## config.mk

```make
export PLATFORM = sky130hd
export DESIGN_NAME = rbss_front
export DESIGN_NICKNAME = d
export VERILOG_FILES = /design/src/design/rbss_pkg.sv /design/src/design/rbss_front.sv
export SDC_FILE = /design/constraint.sdc
export NUM_CORES = 1
export LEC_CHECK = 0
export ABC_AREA = 1
export CORE_MARGIN = 1.5
export CORE_UTILIZATION = 63
export CTS_CLUSTER_DIAMETER = 30
export CTS_CLUSTER_SIZE = 20
export DETAILED_ROUTE_END_ITERATION = 10
export DONT_BUFFER_PORTS = 1
export PLACE_DENSITY = 0.89
export SLEW_MARGIN = 20
export SYNTH_ARGS = -nofsm -noshare
export SYNTH_HDL_FRONTEND = slang
export SYNTH_SLANG_ARGS = --single-unit
```

## constraint.sdc

```tcl
create_clock -name clk -period 7.4 [get_ports clk]
set_clock_uncertainty 0.1 [all_clocks]
set_input_delay 0.37 -clock clk [delete_from_list [all_inputs] [get_ports clk]]
set_output_delay 0.37 -clock clk [all_outputs]
set_load 0.03 [all_outputs]
```

## src/design/rbss_pkg.sv

```systemverilog
package rbss_pkg;

    localparam logic [1:0] OP_ROW  = 2'd0;
    localparam logic [1:0] OP_VEL  = 2'd1;
    localparam logic [1:0] OP_STEP = 2'd2;
    localparam logic [1:0] OP_UNUSED = 2'd3;
    localparam logic [1:0] ROW_NONE = 2'd3;

    localparam logic REC_ROW = 1'b0;
    localparam logic REC_VEL = 1'b1;

    localparam logic [2:0] REG_INERTIA_X     = 3'd0;
    localparam logic [2:0] REG_INERTIA_Y     = 3'd1;
    localparam logic [2:0] REG_INERTIA_Z     = 3'd2;
    localparam logic [2:0] REG_INV_INERTIA_X = 3'd3;
    localparam logic [2:0] REG_INV_INERTIA_Y = 3'd4;
    localparam logic [2:0] REG_INV_INERTIA_Z = 3'd5;
    localparam logic [2:0] REG_STEP_SIZE     = 3'd6;
    localparam logic [2:0] REG_SAVE_STRIDE   = 3'd7;

    localparam logic [30:0] INERTIA_RST   = 31'd1048576;
    localparam logic [31:0] STEP_SIZE_RST = 32'd42949673;
    localparam logic [15:0] STRIDE_RST    = 16'd1000;

    localparam logic signed [31:0] Q30_ONE = 32'sd1073741824;
    localparam logic [42:0] TWO_PI_WIDE = 43'd6746518853;
    // floor(2^52 / 2*pi in Q3.30): quotient estimate from the top angle bits
    localparam logic [19:0] TWO_PI_RECIP = 20'd667544;
    localparam logic signed [34:0] PI_Q30      = 35'sd3373259426;
    localparam logic signed [34:0] TWO_PI_Q30  = 35'sd6746518853;
    localparam logic signed [34:0] HALF_PI_Q30 = 35'sd1686629713;
    localparam logic signed [34:0] CORDIC_GAIN = 35'sd652032874;

    typedef struct packed {
        logic [1:0]         kind;
        logic [1:0]         row;
        logic signed [31:0] a;
        logic signed [31:0] b;
        logic signed [31:0] c;
        logic               final_step;
    } item_t;

    typedef struct packed {
        logic [2:0][30:0] inertia;
        logic [2:0][30:0] inv_inertia;
        logic [31:0]      step_size;
        logic [15:0]      save_stride;
    } cfg_t;

    function automatic logic [31:0] atan_q30(input logic [5:0] i);
        logic [31:0] r;
        unique case (i)
            6'd0: r = 32'd843314857;
            6'd1: r = 32'd497837829;
            6'd2: r = 32'd263043837;
            6'd3: r = 32'd133525159;
            6'd4: r = 32'd67021687;
            6'd5: r = 32'd33543516;
            6'd6: r = 32'd16775851;
            6'd7: r = 32'd8388437;
            6'd8: r = 32'd4194283;
            6'd9: r = 32'd2097149;
            6'd10: r = 32'd1048576;
            6'd11: r = 32'd524288;
            6'd12: r = 32'd262144;
            6'd13: r = 32'd131072;
            6'd14: r = 32'd65536;
            6'd15: r = 32'd32768;
            6'd16: r = 32'd16384;
            6'd17: r = 32'd8192;
            6'd18: r = 32'd4096;
            6'd19: r = 32'd2048;
            6'd20: r = 32'd1024;
            6'd21: r = 32'd512;
            6'd22: r = 32'd256;
            6'd23: r = 32'd128;
            6'd24: r = 32'd64;
            6'd25: r = 32'd32;
            6'd26: r = 32'd16;
            6'd27: r = 32'd8;
            6'd28: r = 32'd4;
            6'd29: r = 32'd2;
            6'd30: r = 32'd1;
            default: r = 32'd0;
        endcase
        return r;
    endfunction

endpackage

```

## src/design/rbss_front.sv

```systemverilog
module rbss_front
(
    input  logic                 clk,
    input  logic                 rst_n,
    input  logic                 s_axis_tvalid,
    output logic                 s_axis_tready,
    input  logic [95:0]          s_axis_tdata,  // value_a, value_b, value_c
    input  logic [3:0]           s_axis_tuser,  // opcode, row_select
    input  logic                 s_axis_tlast,
    output logic                 q_valid,
    output rbss_pkg::item_t      q_item,
    input  logic                 q_pop
);

    rbss_pkg::item_t q_mem [2];
    logic            wr_ptr_reg;
    logic            rd_ptr_reg;
    logic [1:0]      count_reg;
    logic [1:0]      count_next;
    logic            keep;
    logic            push;
    logic [1:0]      op;
    logic [1:0]      row;

    assign op  = s_axis_tuser[1:0];
    assign row = s_axis_tuser[3:2];

    // unused opcodes and unused rows never reach the back end
    assign keep = (op == rbss_pkg::OP_STEP) || (op == rbss_pkg::OP_VEL) ||
                  ((op == rbss_pkg::OP_ROW) && (row != rbss_pkg::ROW_NONE));

    assign s_axis_tready = (count_reg != 2'd2);
    assign push          = s_axis_tvalid && s_axis_tready && keep;
    assign q_valid       = (count_reg != 2'd0);
    assign q_item        = q_mem[rd_ptr_reg];

    always_comb
    begin
        count_next = count_reg + {1'b0, push} - {1'b0, q_pop};
    end

    always_ff @(posedge clk)
    begin
        if (push)
        begin
            q_mem[wr_ptr_reg] <= '{kind: op, row: row,
                                   a: s_axis_tdata[31:0], b: s_axis_tdata[63:32],
                                   c: s_axis_tdata[95:64], final_step: s_axis_tlast};
        end
    end

    always_ff @(posedge clk or negedge rst_n)
    begin
        if (!rst_n)
        begin
            wr_ptr_reg <= 1'b0;
            rd_ptr_reg <= 1'b0;
            count_reg  <= 2'd0;
        end
        else
        begin
            if (push)
            begin
                wr_ptr_reg <= ~wr_ptr_reg;
            end
            if (q_pop)
            begin
                rd_ptr_reg <= ~rd_ptr_reg;
            end
            count_reg <= count_next;
        end
    end

endmodule

```

After elaboration in Yosys (flattened, before gate mapping)

Memories as Yosys holds them, arrays and structs flattened.
Cells that the tools add are included.

Register bits: 4
RAM bits: 202
Input bits: 105
Output and inout bits: 103
Logic and storage cells: 21
Memories: 1

Memory list:

| name  | words | width | read ports | clocked after memory_dff | write ports | line             | RTL |
|---|---|---|---|---|---|---|---|
| q_mem | 2     | 101   | 1          | 0                        | 1           | rbss_front.sv:15 | `rbss_pkg::item_t q_mem [2];` |

Add/subtract/negate cells: 2
Eq/ne operators: 4
Multiplexer cells: 2
Bitwise gates (word level): 2
Reduce and logical (&&, ||, !) cells: 7

Operators by type and width:

| kind               | count |
|---|---|
| $ne 2x2->1 const B | 2 |
| $logic_and 1x1->1  | 3 |
| $add 2x1->2        | 1 |
| $eq 2x1->1 const B | 1 |
| $eq 2x2->1 const B | 1 |
| $logic_not 2->1    | 1 |
| $logic_or 1x1->1   | 2 |
| $mux 1             | 2 |
| $not 1->1          | 2 |
| $reduce_bool 2->1  | 1 |
| $sub 2x1->2        | 1 |

Longest topological paths before layout

Depth after elaboration: 6
Gate-level depth with buffers: 11
Mapped depth without buffers: 11

Worst setup path after synthesis

OpenSTA, ideal clock, no wires.

Kind: input to register
From: in s_axis_tuser[0]
To: mem q_mem[1][0] in the netlist's numbering (enable)
Setup time: 0.561 ns
Arrival: 5.041 ns
Slack: 1.697 ns
Cell stages on the path: 6
Buffers on the path: 0
Cell sequence: inv_1 ha_1 inv_1 nand2_1 nand2_1 nor2_1

Word-level cells in the longest chain between the ends: 6
Elaborated cells on any way between the ends: 9

Ends and longest elaborated chain:

| what                                                         | line                               | RTL |
|---|---|---|
| from (decl)                                                  | rbss_front.sv:8                    | `input logic [3:0] s_axis_tuser,` |
| $eq 2x2->1, or another cell as far along                     | rbss_front.sv:29                   | `assign keep = (op == rbss_pkg::OP_STEP) \|\| (op == rbss_pkg::OP_VEL) \|\|` |
| $logic_or 1x1->1 / $logic_and 1x1->1 (equally long branches) | rbss_front.sv:29, rbss_front.sv:30 |  |
| $logic_or 1x1->1 *                                           | rbss_front.sv:29                   |  |
| $logic_and 1x1->1 *                                          | rbss_front.sv:33                   | `assign push = s_axis_tvalid && s_axis_tready && keep;` |
| $mux 1 *                                                     | rbss_front.sv:44                   | `if (push)` |
| $mux 1 (not written as such) *                               | rbss_front.sv:46                   | `q_mem[wr_ptr_reg] <= '{kind: op, row: row,` |
| to (decl)                                                    | rbss_front.sv:15                   |  |

Mark *: on every way between the ends. The rest lies on a longest branch, timed or not.

==> metrics.cfg <==
[outcome]
status = finished, final reports clean

[synthesis]
synth_area_leaders = edfxtp_1 77%, mux2_4 15%, mux2_2 3.0%
ys_ff_latch = 206
syn_area_per_cell_sq_um = 22.7
syn_nets = 455
netlist_area_sq_mm = 0.00786
ys_seq_area_frac = 0.784
synth_top_area_share = 0.771
syn_inst = 347
synth_largest_area_cell = edfxtp_1
synth_cell_type_count = 15
ys_warn_count = 0

[die]
die_width_um = 115
fp.dieH_um = 115
row_count = 40
dieArea_sq_mm = 0.0132
core_sq_mm = 0.0121
ioPinCount = 208
initial_core_util = 0.649

[clock_tree]
numCtsBuffers = 35
cts_num_sinks = 206
h-tree-depth = 2
clkSlewWorstSetupHoldPaths_ns = 0.05
cts_tree = yes
cts_root_buf = clkbuf_16
cts_resized = 0
clock_latency_ns = 0.47
cts_max_path_buffers = 3

[place]
port_buffers = 0
dpl.cell_count = 508
globalplace.congestion = 0.651
place.detailed.hpwl_mm = 8.18

[critical_path]
arrival_ns = 2.88
r2r-start = count_reg[0]$_DFF_PN0_
cp_data_required_time_ns = 6.93
crit_type = flip-flop to output port
start_kind = flip-flop
critPathMaxFanout = 52
startpoint = rd_ptr_reg$_DFFE_PN0P_
end_kind = output port

[power]
p_total_mw = 4.39
ir_drop_uv = 320
power.density_mw_per_mm2 = 430
p_leak_nw = 3.76

[global_routing]
grt.total_usage = 0.260
antenna_found_initial = 1
grt_pass1_vias = 4209
grt_overflow_total = 0
grt_pass1_wl_mm = 25.0
grt_start_max_net_pins = 56

[sta]
slew_violations = 0
rsz0062_at_grt = false
fmax_ghz = 0.298
finalCritPeriodShare = 0.453
hold_viol = 0
setup_viol = 0
worst_hold_slack_ns = 0.0897
slew_headroom = 0.381
setup_tns_ns = 0
tightest_slew_ns = 0.928
fin_crit_ns = 3.35

[cells_and_area]
fin_cells = 673
area_growth_pct = 29.8
fill_cells = 539
largest_reg_flops = 202
drive_gt1_frac = 0.319
regArea_sq_mm = 0.00617
multi_input_area_sq_mm = 0.00156
nets = 588
finalCoreUtilization = 0.843

[drt]
drtPass1Iterations = 6
routed_wl_mm = 16.9
drtIter0Drc = 280
drc = 0
via_count = 3729
viasPerCell = 5.54
wl_per_cell_um = 25.1
antenna_left = 0

[run]
cap_violations = 0

[min_path]
hold_class = input port to async pin

==> Yosys cell counts, drive strengths merged <==
cell type and count:
edfxtp 202, ha 3, buf 11, inv 9, xor2 2, nand2 8, xnor2 1, nor2 4
a21oi 1, mux2 101, dfrtp 4, nand3 1
==> per-stage QoR <==
step | cell area (sq um) | worst slack [ns]
after detailed placement | 8010 | 4.57
final | 10200 | 4.05
after global placement | 8010 | 4.59
after CTS | 10200 | 4.06
after global routing | 10200 | 3.96
after floorplan | 7860 | 1.70
==> layout make-up <==
type / count / area share
Clock buffer: 39 / 0.0914
Multi-Input combinational cell: 121 / 0.153
Timing Repair Buffer: 107 / 0.104
Antenna cell: 1 / 0.000245
Clock inverter: 22 / 0.0228
Sequential cell: 206 / 0.604
Inverter: 9 / 0.00355
Tap cell: 168 / 0.0206
==> worst max-delay path, stage by stage (launching register included) <==
cell,delay [ns]
dfrtp_4,0.99
buf_4,0.85
mux2_2,0.50
==> placed cells by master, fill, tap and decap left out <==
| cell | n |
|---|---|
| dfrtp_4 | 1 |
| clkbuf_1 | 2 |
| clkbuf_16 | 37 |
| nand3_1 | 1 |
| buf_4 | 4 |
| inv_6 | 3 |
| bufinv_16 | 4 |
| nor2_4 | 1 |
| clkinvlp_4 | 3 |
| inv_1 | 8 |
| edfxtp_1 | 202 |
| mux2_4 | 80 |
| mux2_2 | 21 |
| xor2_1 | 2 |
| nand2_1 | 8 |
| inv_4 | 1 |
| diode_2 | 1 |
| clkinv_1 | 6 |
| xnor2_1 | 1 |
| clkinv_4 | 3 |
| dfrtp_1 | 3 |
| clkinv_2 | 3 |
| ha_1 | 3 |
| dlygate4sd3_1 | 103 |
| nor2_1 | 3 |
| a21oi_1 | 1 |
==> power by group <==
| part | internal (mW) | total, mW | switching [mW] |
|---|---|---|---|
| registers | 1.49 | 1.62 | 0.128 |
| logic | 0.429 | 1.19 | 0.761 |
| clock network | 1.05 | 1.59 | 0.540 |
| total | 2.97 | 4.39 | 1.43 |
==> timing repair <==
action                                 in CTS  in global routing
hold buffers                              103                  0
endpoints found under the hold margin     207                  0
buffers inserted                            0                  0
==> cell families after synthesis <==
family	count (synthesis)	synth area share
mux	101	0.183
fa+ha+maj	3	0.00477
xor+xnor	3	0.00334
buf+inv	20	0.0180
simple gates	13	0.00636
compound gates	1	0.000636
flops	206	0.784
==> path summary, 6_finish.rpt <==
check	to	slack, ns	depth (start not counted)
setup / recovery	q_item[10]	4.05	2
hold / removal	count_reg[0]$_DFF_PN0_	0.09	1
setup reg to reg	q_mem[0][30]$_DFFE_PP_	4.82	5
hold reg to reg	wr_ptr_reg$_DFFE_PN0P_	0.40	2
max in group asynchronous	rd_ptr_reg$_DFFE_PN0P_	6.90	1
min in group clk	wr_ptr_reg$_DFFE_PN0P_	0.19	4
==> metal layers <==
metal  global-route usage  wire [um]  vias to the layer above
met2                0.442       8530                      195
met4               0.0831        331                        0
met3               0.0826       1480                       29
met1                0.321       6580                     1877
met5                    0          0                        -
li1                     -          -                     1628
Note: power is estimated with default switching activity, not from simulation.
